--- src/crse_pkg.sv ---
// Package for the Catmull-Rom segment evaluator.
// Holds default widths, the request action codes, the operation and state codes,
// and the multiplier control type. No dependencies.
`timescale 1ns / 1ps
`default_nettype none

package crse_pkg;

  localparam int CoordWidthDef  = 24;
  localparam int TimeFracBitsDef = 16;

  // Action field of an input request.
  localparam logic ActPush = 1'b0;
  localparam logic ActEval = 1'b1;

  // One step of the per-coordinate schedule, in issue order.
  typedef enum logic [2:0] {
    OpD   = 3'd0,
    OpE   = 3'd1,
    OpF   = 3'd2,
    OpG   = 3'd3,
    OpH   = 3'd4,
    OpM   = 3'd5,
    OpN   = 3'd6,
    OpPos = 3'd7
  } op_e;

  typedef enum logic [5:0] {
    StIdle = 6'b000001,
    StLoad = 6'b000010,
    StPrep = 6'b000100,
    StMul  = 6'b001000,
    StPost = 6'b010000,
    StDone = 6'b100000
  } state_e;

  typedef struct packed {
    logic en;
    logic add_half;
  } mul_ctrl_t;

endpackage

`default_nettype wire

--- src/crse_if.sv ---
// Valid/ready channel interfaces for the Catmull-Rom segment evaluator.
// Depends on crse_pkg for default widths.
`timescale 1ns / 1ps
`default_nettype none

interface crse_in_if
  import crse_pkg::*;
#(
  parameter int COORD_WIDTH    = CoordWidthDef,
  parameter int TIME_FRAC_BITS = TimeFracBitsDef
) ();
  logic                             valid;
  logic                             ready;
  logic                             action;
  logic signed [COORD_WIDTH-1:0]    point_x;
  logic signed [COORD_WIDTH-1:0]    point_y;
  logic signed [COORD_WIDTH-1:0]    point_z;
  logic        [TIME_FRAC_BITS-1:0] eval_time;

  modport source (output valid, action, point_x, point_y, point_z, eval_time,
                  input ready);
  modport sink (input valid, action, point_x, point_y, point_z, eval_time,
                output ready);
endinterface

interface crse_out_if
  import crse_pkg::*;
#(
  parameter int COORD_WIDTH = CoordWidthDef
) ();
  logic                            valid;
  logic                            ready;
  logic signed [COORD_WIDTH-1:0]   pos_x;
  logic signed [COORD_WIDTH-1:0]   pos_y;
  logic signed [COORD_WIDTH-1:0]   pos_z;
  logic signed [COORD_WIDTH+3:0]   slope_x;
  logic signed [COORD_WIDTH+3:0]   slope_y;
  logic signed [COORD_WIDTH+3:0]   slope_z;

  modport source (output valid, pos_x, pos_y, pos_z, slope_x, slope_y, slope_z,
                  input ready);
  modport sink (input valid, pos_x, pos_y, pos_z, slope_x, slope_y, slope_z,
                output ready);
endinterface

`default_nettype wire

--- src/crse_window.sv ---
// Four-point control window, three coordinates per point, shifted on each push.
// Presents the four points of one selected coordinate. Depends on crse_pkg.
`timescale 1ns / 1ps
`default_nettype none

module crse_window
  import crse_pkg::*;
#(
  parameter int COORD_WIDTH = CoordWidthDef
) (
  input  wire logic                          clk_i,
  input  wire logic                          rst_ni,
  input  wire logic                          push_i,
  input  wire logic signed [COORD_WIDTH-1:0] point_x_i,
  input  wire logic signed [COORD_WIDTH-1:0] point_y_i,
  input  wire logic signed [COORD_WIDTH-1:0] point_z_i,
  input  wire logic        [1:0]             coord_i,
  output logic signed [COORD_WIDTH-1:0]      p0_o,
  output logic signed [COORD_WIDTH-1:0]      p1_o,
  output logic signed [COORD_WIDTH-1:0]      p2_o,
  output logic signed [COORD_WIDTH-1:0]      p3_o
);

  logic signed [COORD_WIDTH-1:0] x_q [4];
  logic signed [COORD_WIDTH-1:0] y_q [4];
  logic signed [COORD_WIDTH-1:0] z_q [4];

  always_ff @(posedge clk_i or negedge rst_ni) begin
    if (!rst_ni) begin
      for (int i = 0; i < 4; i++) begin
        x_q[i] <= '0;
        y_q[i] <= '0;
        z_q[i] <= '0;
      end
    end else if (push_i) begin
      for (int i = 0; i < 3; i++) begin
        x_q[i] <= x_q[i+1];
        y_q[i] <= y_q[i+1];
        z_q[i] <= z_q[i+1];
      end
      x_q[3] <= point_x_i;
      y_q[3] <= point_y_i;
      z_q[3] <= point_z_i;
    end
  end

  always_comb begin
    case (coord_i)
      2'd0: begin
        p0_o = x_q[0];
        p1_o = x_q[1];
        p2_o = x_q[2];
        p3_o = x_q[3];
      end
      2'd1: begin
        p0_o = y_q[0];
        p1_o = y_q[1];
        p2_o = y_q[2];
        p3_o = y_q[3];
      end
      default: begin
        p0_o = z_q[0];
        p1_o = z_q[1];
        p2_o = z_q[2];
        p3_o = z_q[3];
      end
    endcase
  end

endmodule

`default_nettype wire

--- src/crse_mul.sv ---
// Shared multiply-accumulate unit: signed operand times unsigned operand,
// with an optional rounding constant, into one product register. Depends on crse_pkg.
`timescale 1ns / 1ps
`default_nettype none

module crse_mul
  import crse_pkg::*;
#(
  parameter int A_WIDTH        = 27,
  parameter int B_WIDTH        = 27,
  parameter int TIME_FRAC_BITS = TimeFracBitsDef
) (
  input  wire logic                                clk_i,
  input  wire mul_ctrl_t                           ctrl_i,
  input  wire logic signed [A_WIDTH-1:0]           a_i,
  input  wire logic        [B_WIDTH-1:0]           b_i,
  output logic signed [A_WIDTH+B_WIDTH:0]          prod_o
);

  localparam int PW = A_WIDTH + B_WIDTH + 1;
  localparam logic signed [PW-1:0] Half = PW'(1) << (TIME_FRAC_BITS - 1);

  logic signed [PW-1:0] prod_q;
  logic signed [PW-1:0] prod_d;
  logic signed [B_WIDTH:0] b_ext;

  assign b_ext  = $signed({1'b0, b_i});
  assign prod_d = PW'(a_i) * PW'(b_ext) + (ctrl_i.add_half ? Half : '0);

  always_ff @(posedge clk_i) begin
    if (ctrl_i.en) begin
      prod_q <= prod_d;
    end
  end

  assign prod_o = prod_q;

endmodule

`default_nettype wire

--- src/catmull_rom_segment_evaluator.sv ---
// Top level of the Catmull-Rom segment evaluator: sequencer, scratch registers,
// output register. Depends on crse_pkg, crse_if, crse_window and crse_mul.
//
//  Channel | Dir | Payload                                       | Request
//  in_i    | in  | action, point_x/y/z, eval_time                | push or evaluate
//  out_o   | out | pos_x/y/z, slope_x/y/z                        | evaluate result
//
// A push only shifts the control window; the sequencer stays idle. An evaluate runs, per
// coordinate, two divide-by-six steps (load, prepare, multiply, post) and six interpolation
// steps (load, multiply, post), all through the one shared multiplier, then a handoff.
// Reset clears the control window to zero. The input is taken only while the sequencer
// is idle; a finished result waits in the output register while new requests are taken.
`timescale 1ns / 1ps
`default_nettype none

module catmull_rom_segment_evaluator
  import crse_pkg::*;
#(
  parameter int COORD_WIDTH    = CoordWidthDef,
  parameter int TIME_FRAC_BITS = TimeFracBitsDef
) (
  input  wire logic  clk_i,
  input  wire logic  rst_ni,
  crse_in_if.sink    in_i,
  crse_out_if.source out_o
);

  localparam int W   = COORD_WIDTH;
  localparam int T   = TIME_FRAC_BITS;
  localparam int IW  = W + 2;
  localparam int DW  = IW + 1;
  localparam int SW  = W + 4;
  localparam int K   = W + 5;
  localparam int RW  = W + 3;
  localparam int BW  = (T > RW) ? T : RW;
  localparam int PW  = DW + BW + 1;
  localparam logic [63:0] Recip64 = ((64'd1 << K) + 64'd5) / 64'd6;
  localparam logic [BW-1:0] Recip = BW'(Recip64);
  localparam logic signed [DW-1:0] PosMax = {{(DW-W+1){1'b0}}, {(W-1){1'b1}}};
  localparam logic signed [DW-1:0] PosMin = {{(DW-W+1){1'b1}}, {(W-1){1'b0}}};
  localparam logic signed [DW+1:0] SlMax = {{(DW+3-SW){1'b0}}, {(SW-1){1'b1}}};
  localparam logic signed [DW+1:0] SlMin = {{(DW+3-SW){1'b1}}, {(SW-1){1'b0}}};
  localparam logic signed [DW-1:0] Three = DW'(3);

  state_e state_q, state_d;
  op_e    op_q;
  logic [1:0] coord_q;
  logic [T-1:0] t_q;
  logic signed [DW-1:0] diff_q;
  logic signed [IW-1:0] base_q;
  logic signed [DW-1:0] mag_q;
  logic neg_q;
  logic signed [IW-1:0] d_q, e_q, f_q, g_q, h_q, m_q, n_q;
  logic signed [W-1:0]  wpos_q [3];
  logic signed [SW-1:0] wslope_q [3];
  logic signed [W-1:0]  opos_q [3];
  logic signed [SW-1:0] oslope_q [3];
  logic out_valid_q;

  logic in_acc, push_en, eval_start, is_div, handoff;
  logic signed [W-1:0] p0, p1, p2, p3;
  logic signed [IW-1:0] p0e, p1e, p2e, p3e, a_sel, b_sel, base_sel;
  logic signed [DW-1:0] diff_d;
  mul_ctrl_t mul_ctrl;
  logic signed [DW-1:0] mul_a;
  logic [BW-1:0] mul_b;
  logic signed [PW-1:0] prod;
  logic [IW-1:0] quot;
  logic div_sub;
  logic signed [DW-1:0] base_ext, div_res, lerp_sh, lerp_res;
  logic signed [DW+1:0] slope3;
  logic signed [W-1:0] pos_sat;
  logic signed [SW-1:0] slope_sat;

  assign in_i.ready = (state_q == StIdle);
  assign in_acc     = in_i.valid && in_i.ready;
  assign push_en    = in_acc && (in_i.action == ActPush);
  assign eval_start = in_acc && (in_i.action == ActEval);
  assign is_div     = op_q inside {OpD, OpE};
  assign handoff    = (state_q == StDone) && (!out_valid_q || out_o.ready);

  crse_window #(
    .COORD_WIDTH(W)
  ) u_window (
    .clk_i    (clk_i),
    .rst_ni   (rst_ni),
    .push_i   (push_en),
    .point_x_i(in_i.point_x),
    .point_y_i(in_i.point_y),
    .point_z_i(in_i.point_z),
    .coord_i  (coord_q),
    .p0_o     (p0),
    .p1_o     (p1),
    .p2_o     (p2),
    .p3_o     (p3)
  );

  assign p0e = IW'(p0);
  assign p1e = IW'(p1);
  assign p2e = IW'(p2);
  assign p3e = IW'(p3);

  always_comb begin
    case (op_q)
      OpD: begin
        a_sel = p0e;  b_sel = p2e;  base_sel = p1e;
      end
      OpE: begin
        a_sel = p1e;  b_sel = p3e;  base_sel = p2e;
      end
      OpF: begin
        a_sel = p1e;  b_sel = d_q;  base_sel = p1e;
      end
      OpG: begin
        a_sel = d_q;  b_sel = e_q;  base_sel = d_q;
      end
      OpH: begin
        a_sel = e_q;  b_sel = p2e;  base_sel = e_q;
      end
      OpM: begin
        a_sel = f_q;  b_sel = g_q;  base_sel = f_q;
      end
      OpN: begin
        a_sel = g_q;  b_sel = h_q;  base_sel = g_q;
      end
      default: begin
        a_sel = m_q;  b_sel = n_q;  base_sel = m_q;
      end
    endcase
  end

  assign diff_d = DW'(b_sel) - DW'(a_sel);

  assign mul_ctrl.en       = (state_q == StMul);
  assign mul_ctrl.add_half = !is_div;
  assign mul_a = is_div ? mag_q : diff_q;
  assign mul_b = is_div ? Recip : BW'(t_q);

  crse_mul #(
    .A_WIDTH       (DW),
    .B_WIDTH       (BW),
    .TIME_FRAC_BITS(T)
  ) u_mul (
    .clk_i (clk_i),
    .ctrl_i(mul_ctrl),
    .a_i   (mul_a),
    .b_i   (mul_b),
    .prod_o(prod)
  );

  assign base_ext = DW'(base_q);
  assign quot     = prod[K +: IW];
  assign div_sub  = neg_q ^ (op_q == OpE);
  assign div_res  = div_sub ? (base_ext - $signed({1'b0, quot}))
                            : (base_ext + $signed({1'b0, quot}));
  assign lerp_sh  = prod[T +: DW];
  assign lerp_res = base_ext + lerp_sh;
  assign slope3   = (DW+2)'(diff_q) + ((DW+2)'(diff_q) <<< 1);

  always_comb begin
    if (lerp_res > PosMax) begin
      pos_sat = PosMax[W-1:0];
    end else if (lerp_res < PosMin) begin
      pos_sat = PosMin[W-1:0];
    end else begin
      pos_sat = lerp_res[W-1:0];
    end
    if (slope3 > SlMax) begin
      slope_sat = SlMax[SW-1:0];
    end else if (slope3 < SlMin) begin
      slope_sat = SlMin[SW-1:0];
    end else begin
      slope_sat = slope3[SW-1:0];
    end
  end

  always_comb begin
    state_d = state_q;
    case (state_q)
      StIdle: begin
        if (eval_start) begin
          state_d = StLoad;
        end
      end
      StLoad: state_d = is_div ? StPrep : StMul;
      StPrep: state_d = StMul;
      StMul:  state_d = StPost;
      StPost: begin
        if (op_q != OpPos) begin
          state_d = StLoad;
        end else if (coord_q == 2'd2) begin
          state_d = StDone;
        end else begin
          state_d = StLoad;
        end
      end
      StDone: begin
        if (handoff) begin
          state_d = StIdle;
        end
      end
      default: state_d = StIdle;
    endcase
  end

  always_ff @(posedge clk_i or negedge rst_ni) begin
    if (!rst_ni) begin
      state_q     <= StIdle;
      op_q        <= OpD;
      coord_q     <= '0;
      out_valid_q <= 1'b0;
    end else begin
      state_q <= state_d;
      if (eval_start) begin
        op_q    <= OpD;
        coord_q <= '0;
      end else if (state_q == StPost) begin
        if (op_q == OpPos) begin
          op_q    <= OpD;
          coord_q <= (coord_q == 2'd2) ? coord_q : coord_q + 2'd1;
        end else begin
          op_q <= op_e'(op_q + 3'd1);
        end
      end
      if (handoff) begin
        out_valid_q <= 1'b1;
      end else if (out_o.ready) begin
        out_valid_q <= 1'b0;
      end
    end
  end

  always_ff @(posedge clk_i) begin
    if (eval_start) begin
      t_q <= in_i.eval_time;
    end
    if (state_q == StLoad) begin
      diff_q <= diff_d;
      base_q <= base_sel;
    end
    if (state_q == StPrep) begin
      neg_q <= diff_q[DW-1];
      mag_q <= diff_q[DW-1] ? (Three - diff_q) : (diff_q + Three);
    end
    if (state_q == StPost) begin
      case (op_q)
        OpD: d_q <= div_res[IW-1:0];
        OpE: e_q <= div_res[IW-1:0];
        OpF: f_q <= lerp_res[IW-1:0];
        OpG: g_q <= lerp_res[IW-1:0];
        OpH: h_q <= lerp_res[IW-1:0];
        OpM: m_q <= lerp_res[IW-1:0];
        OpN: n_q <= lerp_res[IW-1:0];
        default: begin
          wpos_q[coord_q]   <= pos_sat;
          wslope_q[coord_q] <= slope_sat;
        end
      endcase
    end
    if (handoff) begin
      for (int i = 0; i < 3; i++) begin
        opos_q[i]   <= wpos_q[i];
        oslope_q[i] <= wslope_q[i];
      end
    end
  end

  assign out_o.valid   = out_valid_q;
  assign out_o.pos_x   = opos_q[0];
  assign out_o.pos_y   = opos_q[1];
  assign out_o.pos_z   = opos_q[2];
  assign out_o.slope_x = oslope_q[0];
  assign out_o.slope_y = oslope_q[1];
  assign out_o.slope_z = oslope_q[2];

  a_eval_starts_schedule: assert property (@(posedge clk_i) disable iff (!rst_ni)
    eval_start |=> (state_q == StLoad) && (op_q == OpD) && (coord_q == 2'd0))
    else $error("evaluate request did not start the schedule at its first step");

  a_push_stays_idle: assert property (@(posedge clk_i) disable iff (!rst_ni)
    push_en |=> (state_q == StIdle))
    else $error("push request left the sequencer busy");

  a_coord_in_range: assert property (@(posedge clk_i) disable iff (!rst_ni)
    coord_q != 2'd3)
    else $error("coordinate counter ran past the last coordinate");

  a_handoff_sets_valid: assert property (@(posedge clk_i) disable iff (!rst_ni)
    handoff |=> out_valid_q && (state_q == StIdle))
    else $error("finished result was not presented on the output");

endmodule

`default_nettype wire

--- src/flat_wrapper.sv ---
// flat-port wrapper written by rule: the top's interface ports become plain ports
module catmull_rom_segment_evaluator_flat import crse_pkg::*;
#(
  parameter int COORD_WIDTH    = CoordWidthDef,
  parameter int TIME_FRAC_BITS = TimeFracBitsDef
)
  (clk_i, rst_ni, in_i_valid, in_i_action, in_i_point_x, in_i_point_y, in_i_point_z, in_i_eval_time, in_i_ready, out_o_valid, out_o_pos_x, out_o_pos_y, out_o_pos_z, out_o_slope_x, out_o_slope_y, out_o_slope_z, out_o_ready);
  crse_in_if #(.COORD_WIDTH(COORD_WIDTH), .TIME_FRAC_BITS(TIME_FRAC_BITS)) in_i_i ();
  crse_out_if #(.COORD_WIDTH(COORD_WIDTH)) out_o_i ();
  input  wire logic clk_i;
  input  wire logic rst_ni;
  input wire logic [$bits(in_i_i.valid)-1:0] in_i_valid;
  input wire logic [$bits(in_i_i.action)-1:0] in_i_action;
  input wire logic [$bits(in_i_i.point_x)-1:0] in_i_point_x;
  input wire logic [$bits(in_i_i.point_y)-1:0] in_i_point_y;
  input wire logic [$bits(in_i_i.point_z)-1:0] in_i_point_z;
  input wire logic [$bits(in_i_i.eval_time)-1:0] in_i_eval_time;
  output wire logic [$bits(in_i_i.ready)-1:0] in_i_ready;
  output wire logic [$bits(out_o_i.valid)-1:0] out_o_valid;
  output wire logic [$bits(out_o_i.pos_x)-1:0] out_o_pos_x;
  output wire logic [$bits(out_o_i.pos_y)-1:0] out_o_pos_y;
  output wire logic [$bits(out_o_i.pos_z)-1:0] out_o_pos_z;
  output wire logic [$bits(out_o_i.slope_x)-1:0] out_o_slope_x;
  output wire logic [$bits(out_o_i.slope_y)-1:0] out_o_slope_y;
  output wire logic [$bits(out_o_i.slope_z)-1:0] out_o_slope_z;
  input wire logic [$bits(out_o_i.ready)-1:0] out_o_ready;
  assign in_i_i.valid = in_i_valid;
  assign in_i_i.action = in_i_action;
  assign in_i_i.point_x = in_i_point_x;
  assign in_i_i.point_y = in_i_point_y;
  assign in_i_i.point_z = in_i_point_z;
  assign in_i_i.eval_time = in_i_eval_time;
  assign in_i_ready = in_i_i.ready;
  assign out_o_valid = out_o_i.valid;
  assign out_o_pos_x = out_o_i.pos_x;
  assign out_o_pos_y = out_o_i.pos_y;
  assign out_o_pos_z = out_o_i.pos_z;
  assign out_o_slope_x = out_o_i.slope_x;
  assign out_o_slope_y = out_o_i.slope_y;
  assign out_o_slope_z = out_o_i.slope_z;
  assign out_o_i.ready = out_o_ready;
  catmull_rom_segment_evaluator #(.COORD_WIDTH(COORD_WIDTH), .TIME_FRAC_BITS(TIME_FRAC_BITS)) u_core (.clk_i(clk_i), .rst_ni(rst_ni), .in_i(in_i_i), .out_o(out_o_i));
endmodule
--- config.mk ---
export PLATFORM = sky130hd
export DESIGN_NAME = catmull_rom_segment_evaluator_flat
export DESIGN_NICKNAME = d
export VERILOG_FILES = /design/src/crse_pkg.sv /design/src/crse_if.sv /design/src/crse_window.sv /design/src/crse_mul.sv /design/src/catmull_rom_segment_evaluator.sv /design/src/flat_wrapper.sv
export SDC_FILE = /design/constraint.sdc
export NUM_CORES = 2
export LEC_CHECK = 0
export BUFFER_PORTS_ARGS = -buffer_cell sky130_fd_sc_hd__buf_2
export CAP_MARGIN = 15
export CORE_MARGIN = 2
export CORE_UTILIZATION = 40
export DETAILED_ROUTE_END_ITERATION = 10
export REMOVE_ABC_BUFFERS = 1
export SETUP_SLACK_MARGIN = 0.15
export SYNTH_ARGS = -nofsm -noshare
export SYNTH_HDL_FRONTEND = slang
export SYNTH_HIERARCHICAL = 1
export SYNTH_SLANG_ARGS = --single-unit
--- constraint.sdc ---
create_clock -name clk_i -period 20.3 [get_ports clk_i]
set_input_delay 1.015 -clock clk_i [delete_from_list [all_inputs] [get_ports clk_i]]
set_output_delay 1.015 -clock clk_i [all_outputs]
set_load 0.02 [all_outputs]
==> flow_summary.yaml <==
status:
  status: "finished, final reports clean"
grt:
  grt-ovfl-total: 0
  grt_pass1_wl_mm: 273
  grt_max_degree: 157
  grt_pass1_vias: 45800
  grt.total_usage_pct: 20.9
  antenna_found_initial: 5
routing:
  wirelength_mm: 178
  drt_iter0_drc: 3579
  first_pass_iters: 10
  drc: 0
  ant_nets: 0
  via_count: 44600
  wl_per_cell_um: 21.2
  vias_per_cell: 5.31
setup_path:
  worst-path-max-fanout: 90
  crit_top_cell: "fa_1"
  worstPathArrival_ps: 10900
  critPathRequiredTime_ps: 20740
  end_kind: "register"
  crit_path_max_incr_delay_ps: 790
  cp-start-kind: "register"
  cp-startpoint: "u_core/op_q[1]$_DFFE_PN0P_"
  crit_slowest_cell: "buf_4"
  worstSetupPathType: "reg -> reg"
  r2r-start: "u_core/op_q[1]$_DFFE_PN0P_"
sta:
  drv_slew: 0
  worstMarginPinSlew_ps: 1240
  fin_setup_tns_ps: 0
  min_period_over_period_pct: 51.5
  fin_skew_ps: 51.4
  setup_violations: 0
  min_period_ps: 10460
  slew_headroom_pct: 16.2
  fmax_ghz: 0.0956
  rsz0062_at_grt: "no"
  final_hold_viol_count: 0
power:
  power_frac_clock_pct: 19.6
  comb_power_share_pct: 51.4
  p_leak_nw: 31.7
  p_int_mw: 5.48
  netSwitchingFraction_pct: 41.5
  switching_power_mw: 3.88
  irDropWorstVdd_v: 0.000183
  p_per_area_nw_per_um2: 127
  p_seq_share_pct: 29.0
floorplanning:
  fp.dieW_um: 413
  placement_rows: 150
  start_util_pct: 40.2
  die_h_um: 413
  core_um2: 167000
  io-pin-count: 251
  die_area_um2: 171000
clocking:
  cts.sinks: 930
  clkLatencyLatePin_ps: 740
  ctsHoldBuffers: 0
  cts_setup_buffers: 0
  cts_buffer_depth: 3
  htreeDepth: 3
  cts_buffers: 96
  cts.repair.resized: 0
  clkTransAtPathRegs_ps: 60
  cts_tree: "built"
  root_buffer: "clkbuf_16"
yosys:
  netlist_area_um2: 66900
  yosys_warnings: 6
  postSynthAreaPerCell_um2: 11.3
  postSynthCellCount: 5949
cells_and_area:
  fin_nets: 7190
  drive_above_1_share_pct: 14.6
  final_design_area_no_fill_um2: 73900
  area_growth_pct: 10.4
placed_design:
  port_buffers: 250
  dp_hpwl_mm: 130
  gp_congestion: 0.905
  placed_area_um2: 70500
flow_run:
  maxCapViolCount: 0
min_path:
  hold_path.class: "in -> async"
==> placed cells by master, fill, tap and decap left out, types with 99 or more instances in the layout <==
cell and count:
xnor2_1 107, fa_1 629, buf_2 249, inv_1 843, and2_1 352, nand2_1 690
a21oi_1 175, mux2_2 303, ha_1 364, o21ai_0 157, dfrtp_1 296, edfxtp_1 630
mux2i_1 99, nor2_1 151
==> metrics by stage <==
stage	setup WS, ps	cells	utilization [%]	hold WS (ps)	power, mW
finish	9840	8393	44.3	285	9.36
CTS	9870	8388	44.3	318	9.41
floorplan	5810	5671	-	400	6.08
detailed placement	9920	8207	42.3	405	7.53
global route	9340	8391	44.3	368	10.0
global placement	10010	8207	42.3	400	7.50
==> cell type report <==
| cell class | instances | area (um2) |
|---|---|---|
| multi-input cells | 3896 | 36300 |
| clock inverters | 53 | 641 |
| inverters | 845 | 3170 |
| flip-flops and latches | 930 | 26400 |
| diodes | 3 | 7.51 |
| clock buffers | 128 | 2690 |
| well taps | 2204 | 2760 |
| repair buffers | 334 | 1920 |
| fillers | 15600 | 92800 |
==> worst max-delay path, delay by kind of cell, from the launching register on <==
| family | cells | cell delay (ps) |
|---|---|---|
| adders and majority gates | 9 | 3900 |
| buffers and inverters | 9 | 2420 |
| DFF | 1 | 400 |
| xor gates and xnor gates | 1 | 160 |
| and+or+nand+nor | 4 | 1540 |
| AOI/OAI and AO/OA | 6 | 1610 |
==> per-layer routing <==
layer,up-vias,global-route usage [%],part of all wire (%)
li1,20200,-,-
met1,22600,28.3,43
met2,1512,34.2,47
met3,289,2.84,6.2
met4,2,7.23,3.3
met5,-,0,0.0073
==> sequential cells by signal, indices dropped and copies added (netlist names), 27 cells and up <==
register	count
u_core/u_window/x_q	96
u_core/u_mul/prod_o	39
u_core/wslope_q	84
u_core/opos_q	72
u_core/wpos_q	72
u_core/u_window/z_q	96
u_core/mag_q	27
u_core/u_window/y_q	96
u_core/diff_q	27
u_core/oslope_q	84
==> power groups by stage <==
stage / Clock, mW / Combinational (mW) / Sequential, mW
floorplan: 0 / 3.40 / 2.68
finish: 1.83 / 4.81 / 2.72
CTS: 1.88 / 4.81 / 2.72
global route: 1.95 / 5.29 / 2.76
detailed placement: 0 / 4.78 / 2.76
global placement: 0 / 4.76 / 2.74
==> final timing paths <==
| check | to | slack [ps] | depth (start not counted) |
|---|---|---|---|
| worst max-delay path | u_core/u_mul/prod_o[47]$_DFFE_PP_ | 9840 | 29 |
| worst min-delay path | u_core/u_window/y_q[16]$_DFFE_PN0P_ | 280 | 1 |
| worst max register to register | u_core/u_mul/prod_o[47]$_DFFE_PP_ | 9840 | 29 |
| worst min register to register | u_core/opos_q[0][7]$_DFFE_PP_ | 410 | 0 |
| max in group asynchronous | u_core/coord_q[1]$_DFFE_PN0P_ | 17680 | 3 |
| min in group clk_i | u_core/opos_q[0][7]$_DFFE_PP_ | 410 | 0 |
No activity file was read; power rests on OpenSTA's default activity.
